## config.mk

```make
export PLATFORM = sky130hd
export DESIGN_NAME = blup_queue
export DESIGN_NICKNAME = d
export VERILOG_FILES = /design/src/rtl/core/blup_pkg.sv /design/src/rtl/core/blup_queue.sv
export SDC_FILE = /design/constraint.sdc
export NUM_CORES = 1
export LEC_CHECK = 0
export BUFFER_PORTS_ARGS = -buffer_cell sky130_fd_sc_hd__buf_2
export CORE_ASPECT_RATIO = 0.5
export CORE_MARGIN = 10
export CORE_UTILIZATION = 40
export DETAILED_ROUTE_END_ITERATION = 16
export SYNTH_ARGS = -nofsm -noshare
export SYNTH_HDL_FRONTEND = slang
export SYNTH_SLANG_ARGS = --single-unit
```

## constraint.sdc

```tcl
create_clock -name clk_i -period 13.1 [get_ports clk_i]
set_input_delay 1.31 -clock clk_i [delete_from_list [all_inputs] [get_ports clk_i]]
set_output_delay 1.31 -clock clk_i [all_outputs]
set_load 0.02 [all_outputs]
```

## src/rtl/core/blup_pkg.sv

```systemverilog
`timescale 1ns / 1ps
// blup_pkg: shared types, widths and register codes for the bilinear upscaler
// no dependencies
package blup_pkg;

  localparam int SAMP_W  = 16;
  localparam int COORD_W = 13;
  localparam int CNT_W   = 10;
  localparam int FAC_W   = 4;
  localparam int SIZE_W  = 11;
  localparam int IDX_W   = 8;
  localparam int DATA_W  = 16;
  localparam int W_W     = 7;
  localparam int ACC_W   = 23;

  localparam logic [IDX_W-1:0] REG_ROWS = 8'd0;
  localparam logic [IDX_W-1:0] REG_COLS = 8'd1;
  localparam logic [IDX_W-1:0] REG_RF   = 8'd2;
  localparam logic [IDX_W-1:0] REG_CF   = 8'd3;

  localparam logic [SIZE_W-1:0] ROW_LIMIT = 11'd1024;
  localparam logic [FAC_W-1:0]  FAC_LIMIT = 4'd8;

  typedef struct packed {
    logic [SIZE_W-1:0] rows;
    logic [SIZE_W-1:0] cols;
    logic [FAC_W-1:0]  rf;
    logic [FAC_W-1:0]  cf;
  } cfg_t;

  typedef struct packed {
    logic [SAMP_W-1:0] cu;
    logic [SAMP_W-1:0] up;
    logic [SAMP_W-1:0] lt;
    logic [SAMP_W-1:0] ul;
    logic [CNT_W-1:0]  r;
    logic [CNT_W-1:0]  c;
  } job_t;

  function automatic logic [SIZE_W-1:0] clamp_size(logic [SIZE_W-1:0] v,
                                                   logic [SIZE_W-1:0] hi);
    logic [SIZE_W-1:0] res;
    if (v == '0) res = 11'd1;
    else if (v > hi) res = hi;
    else res = v;
    return res;
  endfunction

  function automatic logic [FAC_W-1:0] clamp_fac(logic [FAC_W-1:0] v);
    logic [FAC_W-1:0] res;
    if (v == '0) res = 4'd1;
    else if (v > FAC_LIMIT) res = FAC_LIMIT;
    else res = v;
    return res;
  endfunction

endpackage

```

## src/rtl/core/blup_queue.sv

```systemverilog
`timescale 1ns / 1ps
// blup_queue: two-entry job queue between front and back
// depends on blup_pkg
module blup_queue (
  input  logic           clk_i,
  input  logic           rst_ni,
  input  logic           push_i,
  input  blup_pkg::job_t job_i,
  output logic           full_o,
  input  logic           pop_i,
  output logic           empty_o,
  output blup_pkg::job_t job_o
);

  blup_pkg::job_t ent_q [2];
  logic           wp_q, wp_d, rp_q, rp_d;
  logic [1:0]     cnt_q, cnt_d;

  assign full_o  = cnt_q == 2'd2;
  assign empty_o = cnt_q == 2'd0;
  assign job_o   = ent_q[rp_q];

  always_comb begin
    wp_d  = push_i ? ~wp_q : wp_q;
    rp_d  = pop_i ? ~rp_q : rp_q;
    cnt_d = cnt_q + 2'(push_i) - 2'(pop_i);
  end

  always_ff @(posedge clk_i or negedge rst_ni) begin
    if (!rst_ni) begin
      wp_q  <= 1'b0;
      rp_q  <= 1'b0;
      cnt_q <= 2'd0;
    end else begin
      wp_q  <= wp_d;
      rp_q  <= rp_d;
      cnt_q <= cnt_d;
    end
  end

  always_ff @(posedge clk_i) begin
    if (push_i) ent_q[wp_q] <= job_i;
  end

endmodule

```

==> results.yml <==
worst_setup_path:
  r2r_slack_ns: 11.09
  crit_type: "flip-flop to output port"
  worstPathRequired_ns: 11.79
  r2r_cells: 2
  arrival_ns: 2.46
  endpoint_kind: "output port"
  reg2reg_from: "wp_q"
  crit_fanout: 44
  crit_path_start: "rp_q"
  worstSetupStartpointType: "flip-flop"
  crit_path_end: "job_o[1]"
  r2r-end: "ent_q[1][53]"
power_and_ir_drop:
  power_frac_seq: 0.444
  p_per_area_nw_per_um2: 222.6
  p_int_mw: 1.172
  p_sw_frac: 0.3332
  leakage_nw: 2.983
  net-switching-power_mw: 0.5857
  clock_power_share: 0.260
  ir_worst_vdd_mv: 0.1124
  pwr-share-comb: 0.295
floorplan:
  die_area_um2: 21370
  die_h_um: 108.5
  chipWidth_um: 197
  design.core.area_um2: 15370
  start_util: 0.4076
  rows: 32
  io_pins: 174
synthesis:
  syn_area_um2: 6266
  synth_fp_nets: 366
  seq_area_frac_synth: 0.8211
  yosysWarnings: 0
  syn_area_per_cell_um2: 22.70
  ys_ff_latch: 172
  syn_inst: 276
  yosysUniqueCellTypes: 14
detailed_routing:
  wl_per_cell_um: 19.14
  wl_met2_um: 7223
  wirelength_met1_um: 5256
  top_layer: "met4"
  routed_wl_um: 13050
  vias: 3132
  dr_wl_met3_um: 415
  drt-initial-drc-count: 164
  dr.pass1.iters: 4
  drc: 0
  ant_nets: 0
  viasPerCell: 4.592
clocking:
  clock-sinks: 172
  clk_pin_slew_ns: 0.06
  cts_buffer_depth: 2
  clk_latency_ns: 0.41
  htree_levels: 4
  cts_hold_repair.buffers: 0
  cts_tree: "yes"
  cts_buffers: 17
  post_cts_resized: 0
  cts-root-buf: "clkbuf_16"
  cts_setup_buffers: 0
final_layout:
  multi_input_area_um2: 1045
  n_fill_cell: 1302
  final_core_util: 0.5136
  nets: 553
  syn_to_final_growth_pct: 26.02
  seqCellArea_um2: 5149
  drive_gt1_frac: 0.5105
global_routing:
  grt_pass1_wl_um: 19600
  grt_pass1_vias: 3436
  grt-ovfl-total: 0
  grtUsageTotal: 0.1192
  grt_max_degree: 49
  antenna_found_initial: 2
place:
  globalplace.congestion: 0.6892
  post-dp-hpwl_um: 9032
  pre_cts_ws_ns: 9.707
  port_buffers: 173
sta:
  final_hold_viol_count: 0
  rsz0062_at_grt: "false"
  setup_tns_ns: 0
  hold_ws_ns: 0.5578
  min_period_ns: 3.769
  finalCritPeriodShare: 0.2877
  finalSetupViolCount: 0
  worst_slack_ns: 9.331
  max_freq_mhz: 265.3
  worst_slew_pin_slew_ns: 0.6997
  slew_headroom: 0.5335
  slew_violations: 0
  skew_ns: 0.008486
min_path:
  min_path_type: "flip-flop to flip-flop"
job:
  max-cap-violations: 0
run_status:
  status: "complete, no violations"
## worst min path at each step
stage	startpoint	endpoint	slack, ns	cells after the start
floorplan	wp_q	wp_q	0.46	1
global placement	wp_q	wp_q	0.53	1
detailed placement	wp_q	wp_q	0.54	1
CTS	wp_q	wp_q	0.56	1
global route	wp_q	wp_q	0.62	1
finish	wp_q	wp_q	0.56	1
## Yosys cell counts
master,n,area [um^2]
ha_1,2,25.02
and2_1,1,6.260
buf_6,5,56.30
dfrtp_1,4,100.1
nor2b_1,2,12.51
edfxtp_1,168,5045
buf_4,1,7.510
buf_2,3,15.01
inv_1,2,7.510
xor3_1,1,23.77
mux2_1,50,563.0
xor2_1,2,17.52
nor2_1,1,3.750
mux2_2,34,382.9
## metal layers
metal	up-vias	global-route usage
met1	1583	0.1331
met4	0	0.04962
li1	1473	-
met3	15	0.02760
met5	-	0
met2	61	0.2181
## kinds of logic after synthesis
kind of cell,synth area share
buffers and inverters,0.01378
DFF,0.8211
muxes,0.1510
adders and majority gates,0.003993
xor gates and xnor gates,0.006590
and+or+nand+nor,0.003594
## registers in the layout, summed over array words and instances (netlist names)
register / flops
ent_q: 168
rp_q: 1
cnt_q: 2
wp_q: 1
## critical path: stages, from the launching register on
cell and delay, ns:
dfrtp_4 0.80, buf_4 0.63, mux2_2 0.41, buf_2 0.16
## power by group through the flow
stage	clock, mW	combinational (mW)	sequential (mW)
after global placement	0	0.531	0.791
after floorplan	0	0.384	0.770
after global routing	0.493	0.559	0.795
after CTS	0.470	0.534	0.784
after detailed placement	0	0.532	0.796
final	0.458	0.519	0.781
## area by class of cell
class,count,area share
clock buffers,18,0.05435
multi-input cells,93,0.1323
repair buffers,177,0.1135
diodes,2,0.0006338
clock inverters,14,0.01394
well taps,204,0.03232
inverters,2,0.0009507
flip-flops and latches,172,0.6520
## metrics by stage
step	cells	power, mW	area (um^2)
after floorplan	276	1.153	6266
after global placement	648	1.322	7352
after detailed placement	648	1.328	7352
after CTS	680	1.788	7891
after global routing	682	1.847	7896
final	682	1.758	7896
## placed cells by master, fill, tap and decap left out, types with 2 or more instances in the layout
cell type	n
diode_2	2
mux2_2	34
clkinv_1	2
dfrtp_1	3
inv_6	5
clkinvlp_4	2
clkbuf_16	17
inv_1	2
xor2_1	2
clkinv_4	5
buf_4	4
mux2_1	50
ha_1	2
edfxtp_1	168
buf_2	173
Note: power is estimated with default switching activity, not from simulation.
