`config.mk`:
```
export PLATFORM = sky130hd
export DESIGN_NAME = blup_back_flat
export DESIGN_NICKNAME = d
export VERILOG_FILES = /design/src/rtl/core/blup_pkg.sv /design/src/rtl/core/blup_if.sv /design/src/rtl/core/blup_back.sv /design/src/flat_wrapper.sv
export SDC_FILE = /design/constraint.sdc
export NUM_CORES = 1
export LEC_CHECK = 0
export BUFFER_PORTS_ARGS = -buffer_cell sky130_fd_sc_hd__clkbuf_2
export CORE_ASPECT_RATIO = 2
export CORE_UTILIZATION = 40
export CTS_CLUSTER_SIZE = 10
export DETAILED_ROUTE_END_ITERATION = 10
export GPL_TIMING_DRIVEN = 0
export PLACE_DENSITY = 0.66
export SLEW_MARGIN = 20
export SYNTH_ARGS = -nofsm -noshare
export SYNTH_HDL_FRONTEND = slang
export SYNTH_SLANG_ARGS = --single-unit
```
`constraint.sdc`:
```
create_clock -name clk_i -period 8.2 [get_ports clk_i]
set_input_delay 1.64 -clock clk_i [delete_from_list [all_inputs] [get_ports clk_i]]
set_output_delay 1.64 -clock clk_i [all_outputs]
set_load 0.01 [all_outputs]
```
`src/rtl/core/blup_pkg.sv`:
```
`timescale 1ns / 1ps
// blup_pkg: shared types, widths and register codes for the bilinear upscaler
// no dependencies
package blup_pkg;

  localparam int SAMP_W  = 16;
  localparam int COORD_W = 13;
  localparam int CNT_W   = 10;
  localparam int FAC_W   = 4;
  localparam int SIZE_W  = 11;
  localparam int IDX_W   = 8;
  localparam int DATA_W  = 16;
  localparam int W_W     = 7;
  localparam int ACC_W   = 23;

  localparam logic [IDX_W-1:0] REG_ROWS = 8'd0;
  localparam logic [IDX_W-1:0] REG_COLS = 8'd1;
  localparam logic [IDX_W-1:0] REG_RF   = 8'd2;
  localparam logic [IDX_W-1:0] REG_CF   = 8'd3;

  localparam logic [SIZE_W-1:0] ROW_LIMIT = 11'd1024;
  localparam logic [FAC_W-1:0]  FAC_LIMIT = 4'd8;

  typedef struct packed {
    logic [SIZE_W-1:0] rows;
    logic [SIZE_W-1:0] cols;
    logic [FAC_W-1:0]  rf;
    logic [FAC_W-1:0]  cf;
  } cfg_t;

  typedef struct packed {
    logic [SAMP_W-1:0] cu;
    logic [SAMP_W-1:0] up;
    logic [SAMP_W-1:0] lt;
    logic [SAMP_W-1:0] ul;
    logic [CNT_W-1:0]  r;
    logic [CNT_W-1:0]  c;
  } job_t;

  function automatic logic [SIZE_W-1:0] clamp_size(logic [SIZE_W-1:0] v,
                                                   logic [SIZE_W-1:0] hi);
    logic [SIZE_W-1:0] res;
    if (v == '0) res = 11'd1;
    else if (v > hi) res = hi;
    else res = v;
    return res;
  endfunction

  function automatic logic [FAC_W-1:0] clamp_fac(logic [FAC_W-1:0] v);
    logic [FAC_W-1:0] res;
    if (v == '0) res = 4'd1;
    else if (v > FAC_LIMIT) res = FAC_LIMIT;
    else res = v;
    return res;
  endfunction

endpackage

```
`src/rtl/core/blup_if.sv`:
```


interface blup_res_if;
  logic                         valid;
  logic                         ready;
  logic [blup_pkg::SAMP_W-1:0]  value;
  logic [blup_pkg::COORD_W-1:0] out_row;
  logic [blup_pkg::COORD_W-1:0] out_col;
  logic                         last_of_run;
  modport source (output valid, value, out_row, out_col, last_of_run, input ready);
  modport sink (input valid, value, out_row, out_col, last_of_run, output ready);
endinterface


```
`src/rtl/core/blup_back.sv`:
```
`timescale 1ns / 1ps
// blup_back: walks the output points of one job, weights, accumulates and divides
// depends on blup_pkg, blup_if
module blup_back (
  input  logic           clk_i,
  input  logic           rst_ni,
  input  blup_pkg::cfg_t cfg_i,
  input  blup_pkg::job_t job_i,
  input  logic           empty_i,
  output logic           pop_o,
  blup_res_if.source     res_o
);

  localparam logic [2:0] S_IDLE = 3'd0;
  localparam logic [2:0] S_WGT  = 3'd1;
  localparam logic [2:0] S_ACC  = 3'd2;
  localparam logic [2:0] S_DIV  = 3'd3;
  localparam logic [2:0] S_OUT  = 3'd4;

  logic [2:0]                    st_q, st_d;
  logic [blup_pkg::FAC_W-1:0]    a_q, b_q, wa, wb;
  logic [blup_pkg::W_W-1:0]      w_q [4];
  logic [blup_pkg::W_W-1:0]      den_q;
  logic [7:0]                    dv;
  logic [1:0]                    step_q;
  logic [3:0]                    bit_q;
  logic [blup_pkg::ACC_W-1:0]    acc_q, acc_d;
  logic [blup_pkg::SAMP_W-1:0]   smp;
  logic [blup_pkg::ACC_W-1:0]    term;
  logic [7:0]                    rem_q;
  logic [8:0]                    trial;
  logic                          ge;
  logic [blup_pkg::SAMP_W-1:0]   xq_q;
  logic [13:0]                   rbase_q, cbase_q;
  logic                          load, last;
  logic                          v_q;

  assign wa    = cfg_i.rf - a_q;
  assign wb    = cfg_i.cf - b_q;
  assign dv    = {den_q, 1'b0};
  assign last  = (a_q == cfg_i.rf) && (b_q == cfg_i.cf);
  assign load  = (st_q == S_OUT) && (~v_q || res_o.ready);
  assign pop_o = load && last;
  assign trial = {rem_q, xq_q[blup_pkg::SAMP_W-1]};
  assign ge    = trial >= {1'b0, dv};
  assign res_o.valid = v_q;

  always_comb begin
    unique case (step_q)
      2'd0:    smp = job_i.ul;
      2'd1:    smp = job_i.up;
      2'd2:    smp = job_i.lt;
      default: smp = job_i.cu;
    endcase
    term  = blup_pkg::ACC_W'(w_q[step_q]) * blup_pkg::ACC_W'(smp);
    acc_d = acc_q + {term[blup_pkg::ACC_W-2:0], 1'b0};
  end

  always_comb begin
    st_d = st_q;
    unique case (st_q)
      S_IDLE: if (!empty_i) st_d = S_WGT;
      S_WGT:  st_d = S_ACC;
      S_ACC:  if (step_q == 2'd3) st_d = S_DIV;
      S_DIV:  if (bit_q == 4'd15) st_d = S_OUT;
      S_OUT: begin
        if (load) st_d = last ? S_IDLE : S_WGT;
      end
      default: st_d = S_IDLE;
    endcase
  end

  always_ff @(posedge clk_i or negedge rst_ni) begin
    if (!rst_ni) begin
      st_q <= S_IDLE;
      v_q  <= 1'b0;
    end else begin
      st_q <= st_d;
      if (load) v_q <= 1'b1;
      else if (res_o.ready) v_q <= 1'b0;
    end
  end

  always_ff @(posedge clk_i) begin
    unique case (st_q)
      S_IDLE: begin
        a_q     <= (job_i.r == '0) ? cfg_i.rf : 4'd1;
        b_q     <= (job_i.c == '0) ? cfg_i.cf : 4'd1;
        rbase_q <= 14'(job_i.r - 10'd1) * 14'(cfg_i.rf);
        cbase_q <= 14'(job_i.c - 10'd1) * 14'(cfg_i.cf);
      end
      S_WGT: begin
        w_q[0] <= blup_pkg::W_W'(wa) * blup_pkg::W_W'(wb);
        w_q[1] <= blup_pkg::W_W'(wa) * blup_pkg::W_W'(b_q);
        w_q[2] <= blup_pkg::W_W'(a_q) * blup_pkg::W_W'(wb);
        w_q[3] <= blup_pkg::W_W'(a_q) * blup_pkg::W_W'(b_q);
        den_q  <= blup_pkg::W_W'(cfg_i.rf) * blup_pkg::W_W'(cfg_i.cf);
        acc_q  <= blup_pkg::ACC_W'(blup_pkg::W_W'(cfg_i.rf) * blup_pkg::W_W'(cfg_i.cf));
        step_q <= 2'd0;
      end
      S_ACC: begin
        acc_q  <= acc_d;
        step_q <= step_q + 2'd1;
        rem_q  <= 8'(acc_d[blup_pkg::ACC_W-1:blup_pkg::SAMP_W]);
        xq_q   <= acc_d[blup_pkg::SAMP_W-1:0];
        bit_q  <= 4'd0;
      end
      S_DIV: begin
        rem_q <= ge ? 8'(trial - {1'b0, dv}) : trial[7:0];
        xq_q  <= {xq_q[blup_pkg::SAMP_W-2:0], ge};
        bit_q <= bit_q + 4'd1;
      end
      S_OUT: begin
        if (load && !last) begin
          if (b_q == cfg_i.cf) begin
            a_q <= a_q + 4'd1;
            b_q <= (job_i.c == '0) ? cfg_i.cf : 4'd1;
          end else begin
            b_q <= b_q + 4'd1;
          end
        end
      end
      default: ;
    endcase
    if (load) begin
      res_o.value       <= xq_q;
      res_o.out_row     <= (job_i.r == '0) ? '0 : 13'(rbase_q + 14'(a_q));
      res_o.out_col     <= (job_i.c == '0) ? '0 : 13'(cbase_q + 14'(b_q));
      res_o.last_of_run <= last;
    end
  end

  a_pop_has_job: assert property (@(posedge clk_i) disable iff (!rst_ni)
    pop_o |-> !empty_i) else $error("pop from empty queue");
  a_rem_range: assert property (@(posedge clk_i) disable iff (!rst_ni)
    (st_q == S_DIV) |-> (rem_q < dv)) else $error("divider remainder out of range");
  a_idx_range: assert property (@(posedge clk_i) disable iff (!rst_ni)
    (st_q == S_OUT) |-> (a_q <= cfg_i.rf && b_q <= cfg_i.cf && a_q != '0 && b_q != '0))
    else $error("point index out of range");
  a_out_follows_div: assert property (@(posedge clk_i) disable iff (!rst_ni)
    (st_q == S_OUT && $past(st_q) != S_OUT) |-> $past(st_q) == S_DIV)
    else $error("result without division");

endmodule

```
`src/flat_wrapper.sv`:
```
// flat-port wrapper written by rule: the top's interface ports become plain ports
module blup_back_flat 
  (clk_i, rst_ni, cfg_i, job_i, empty_i, pop_o, res_o_valid, res_o_value, res_o_out_row, res_o_out_col, res_o_last_of_run, res_o_ready);
  blup_res_if res_o_i ();
  input  logic clk_i;
  input  logic rst_ni;
  input  blup_pkg::cfg_t cfg_i;
  input  blup_pkg::job_t job_i;
  input  logic empty_i;
  output logic pop_o;
  output wire logic [$bits(res_o_i.valid)-1:0] res_o_valid;
  output wire logic [$bits(res_o_i.value)-1:0] res_o_value;
  output wire logic [$bits(res_o_i.out_row)-1:0] res_o_out_row;
  output wire logic [$bits(res_o_i.out_col)-1:0] res_o_out_col;
  output wire logic [$bits(res_o_i.last_of_run)-1:0] res_o_last_of_run;
  input wire logic [$bits(res_o_i.ready)-1:0] res_o_ready;
  assign res_o_valid = res_o_i.valid;
  assign res_o_value = res_o_i.value;
  assign res_o_out_row = res_o_i.out_row;
  assign res_o_out_col = res_o_i.out_col;
  assign res_o_last_of_run = res_o_i.last_of_run;
  assign res_o_i.ready = res_o_ready;
  blup_back u_core (.clk_i(clk_i), .rst_ni(rst_ni), .cfg_i(cfg_i), .job_i(job_i), .empty_i(empty_i), .pop_o(pop_o), .res_o(res_o_i));
endmodule
```
==> impl_results.md <==
- Largest cells by area after synthesis: edfxtp_1 (30%), fa_1 (16%), ha_1 (13%)
- Detailed Route WL: 41300 um
- Synth top cells by count: inv_1 (194), nand2_1 (189), nor2_1 (186)
- Largest family of logic cells by synthesized area: adder cells
- Seq/Total Area, Yosys: 31.0%
- FMAX: 127 MHz
- Largest net degree at the start of global routing: 30
- Synth unique cells: 66
- Routed WL per cell: 17.1 um
- CTS tree: done
- Syn_nets: 2112
- Nets: 2288
- Placed wire-length estimate: 34800 um
- First-pass GRT wire length: 65000 um
- Arrival time at the worst endpoint: 8.08 ns
- Post-detailed-route DRC marker count: 0
- Total CTS buffers: 17
- GP Congestion: 0.891
- CP max FO: 7
- Fillers: 3892
- Most common cell in the synthesized netlist: inv_1
- Leading area contributor after synthesis: edfxtp_1
- Max Transition Viols Final: 0
- Post-synthesis adder-cell area fraction: 29.0%
- Die Y: 289 um
- Final Hold Fails: 0
- Initial detailed-routing violation count: 503
- Hold_buf cts: 0
- Root Buffer: clkbuf_16
- Worst-path clk slew: 0.08 ns
- Die ar.: 0.0419 sq mm
- Final setup violation count: 0
- Utilization after layout: 46.7%
- Crit Path Class: input port to flip-flop
- CP delay by family, top: adder cells
- Layout area overhead: 14.6%
- CP max stage cell: or4b_4
- Post-Synth XOR/XNOR Area: 7.49%
- Min Tclk post-route: 7.89 ns
- Clk buf depth: 2
- Grt total ovfl: 0
- DRT Pass-1 Iters: 5
- Post-synth top area share: 30.2%
- Outcome: completed
- Vias: 12600
- Share of post-route cells with drive strength above 1: 14.7%
- CP startpoint kind: input port
- Synth Area in Compound Gates: 9.85%
- Crit end category: flip-flop
- Via-to-Cell Ratio: 5.21
- Synth Warn #: 0
- Top_reg_cell synth: edfxtp_1
- WP data required: 8.39 ns
- Simple-Gate Fraction of Synth Area: 15.8%
- IO buf count: 140
- # clock sinks: 171
- Antenna violations before repair: 0
- Number of cell rows: 104
- Core area: 0.0403 sq mm
- CP most frequent cell: fa_1
- Post-synth EDFFs: 165
- Antenna Nets Post-Route: 0
- Largest stage delay on the critical path: 0.61 ns
- Insertion delay to the later sink of the worst-skew pair: 0.46 ns
- Mux cell area share after synthesis: 1.25%
- Asr flop ratio synth: 2.34%
- Max-Cap Viols: 0
- Syn Area/Cell: 9.71 sq um
- Die Wd: 145 um
- Diodes inserted: 0
- GRT Total Usage: 20.1%
- H-Tree Level Count: 4
- Post-Synthesis Cells: 1692
- #FFs+latches synth: 171
- Worst hold path class: flip-flop to flip-flop
- RSZ-0062 raised after global routing: false
- Max_slew headroom: 30.3%
- CP bufs+invs: 3
- Final period utilization: 96.2%
- Cell area after synthesis: 0.0164 sq mm
- Initial cell density of the core: 40.7%
- Worst slew pin tran: 1.04 ns
- Ports: 163
- Worst Skew: 0.0160 ns
- Vias in the first global route: 13400
-- logic make-up (layout without fill, tap and decap cells) --
group           after synthesis  after routing
simple gates                566            566
fa+ha+maj                   302            302
compound gates              253            253
buf+inv                     244            433
flops                       171            171
xor+xnor                    138            138
mux                          18             18
-- routing by layer --
layer  vias to the layer above  share of wire (%)  global-route usage [%]
met5                         -                  0                       0
met4                         0                5.1                    11.8
met3                       111                2.3                    2.13
met2                       262                 62                    43.7
met1                      6191                 31                    16.6
li1                       6008                  -                       -
-- layout make-up --
type / count / area, sq um / share of cell area [%]
flip-flops and latches: 171 / 5090 / 27.1
inverters: 196 / 736 / 3.91
repair buffers: 157 / 861 / 4.57
well taps: 530 / 663 / 3.52
plain buffers: 48 / 198 / 1.05
multi-input cells: 1277 / 10700 / 56.6
clock buffers: 17 / 425 / 2.26
clock inverters: 15 / 190 / 1.01
-- worst reg2reg max path, delay by kind of cell, from the launching register on --
kind | cells | cell delay, ns
buffers and inverters | 4 | 0.45
xor gates and xnor gates | 2 | 0.35
AOI/OAI and AO/OA | 10 | 1.79
adders and majority gates | 7 | 3.07
and+or+nand+nor | 6 | 1.39
DFF | 1 | 0.47
-- stage by stage --
stage          TNS (ns)  cells  hold slack [ns]  cell area [sq um]  worst slack [ns]
2_1_floorplan         0   1692            0.426              16400             0.499
3_3_place_gp      -7.51   2362            0.441              17800            -0.791
3_5_place_dp      -8.17   2369            0.439              17900            -0.799
4_1_cts               0   2401            0.457              18600           0.00936
5_1_grt               0   2411            0.460              18800            0.0468
6_report              0   2411            0.456              18800             0.313
-- repair_timing --
| action | in CTS | in global routing |
|---|---|---|
| buffers inserted | 0 | 10 |
| endpoints found under the setup margin | 16 | 9 |
| hold endpoints to repair | 0 | 0 |
| resized for setup | 25 | 30 |
| pin swaps | 0 | 14 |
-- registers in the layout (all words and copies together), names as in the netlist, named ones only --
name                      count
u_core.xq_q                  16
u_core.acc_q                 23
u_core.res_o.last_of_run      1
u_core.rem_q                  8
u_core.res_o.out_col         13
u_core.b_q                    4
u_core.w_q                   28
u_core.cbase_q               13
u_core.res_o.value           16
u_core.den_q                  7
u_core.st_q                   3
u_core.res_o.out_row         13
u_core.bit_q                  4
u_core.a_q                    4
u_core.res_o.valid            1
u_core.rbase_q               13
u_core.step_q                 2
-- layout by cell type (no fill, tap or decap), types with 5 or more instances in the layout --
master,Yosys,routed
xnor2_1,82,81
nand3_1,24,24
or2_2,11,11
inv_1,194,193
nand2b_1,36,36
nor2b_1,31,30
mux2_2,10,10
clkbuf_2,2,153
mux2i_1,7,7
a21oi_1,74,71
clkbuf_16,0,17
and2_1,41,41
a21oi_2,3,5
o21bai_1,15,15
o21ai_4,0,9
fa_1,132,132
a21o_1,35,35
nor3_1,16,15
nand4_1,5,5
buf_4,0,15
xor2_1,54,53
o21ai_0,45,43
a222oi_1,15,15
nor2_1,186,185
or3_1,6,6
edfxtp_1,165,165
a211oi_1,7,6
ha_1,170,167
o21ai_2,1,7
o21ai_1,28,15
nand2_1,189,189
clkbuf_1,44,34
o21a_1,6,6
inv_6,0,5
-- path summary, 6_finish.rpt --
kind / end / cells past startpoint / slack (ns) / startpoint
min in group asynchronous: u_core.st_q[2] / 1 / 1.00 / rst_ni
hold / removal: u_core.res_o.value[11] / 0 / 0.46 / u_core.xq_q[11]
max in group asynchronous: u_core.res_o.valid / 1 / 7.05 / rst_ni
hold reg to reg: u_core.res_o.value[11] / 0 / 0.46 / u_core.xq_q[11]
setup / recovery: u_core.rem_q[5] / 27 / 0.31 / job_i[37]
setup reg to reg: u_core.rem_q[5] / 29 / 0.39 / u_core.step_q[0]
Power is not shown: default switching activity piles up to over one toggle a cycle in this logic, so the estimate is an artifact.
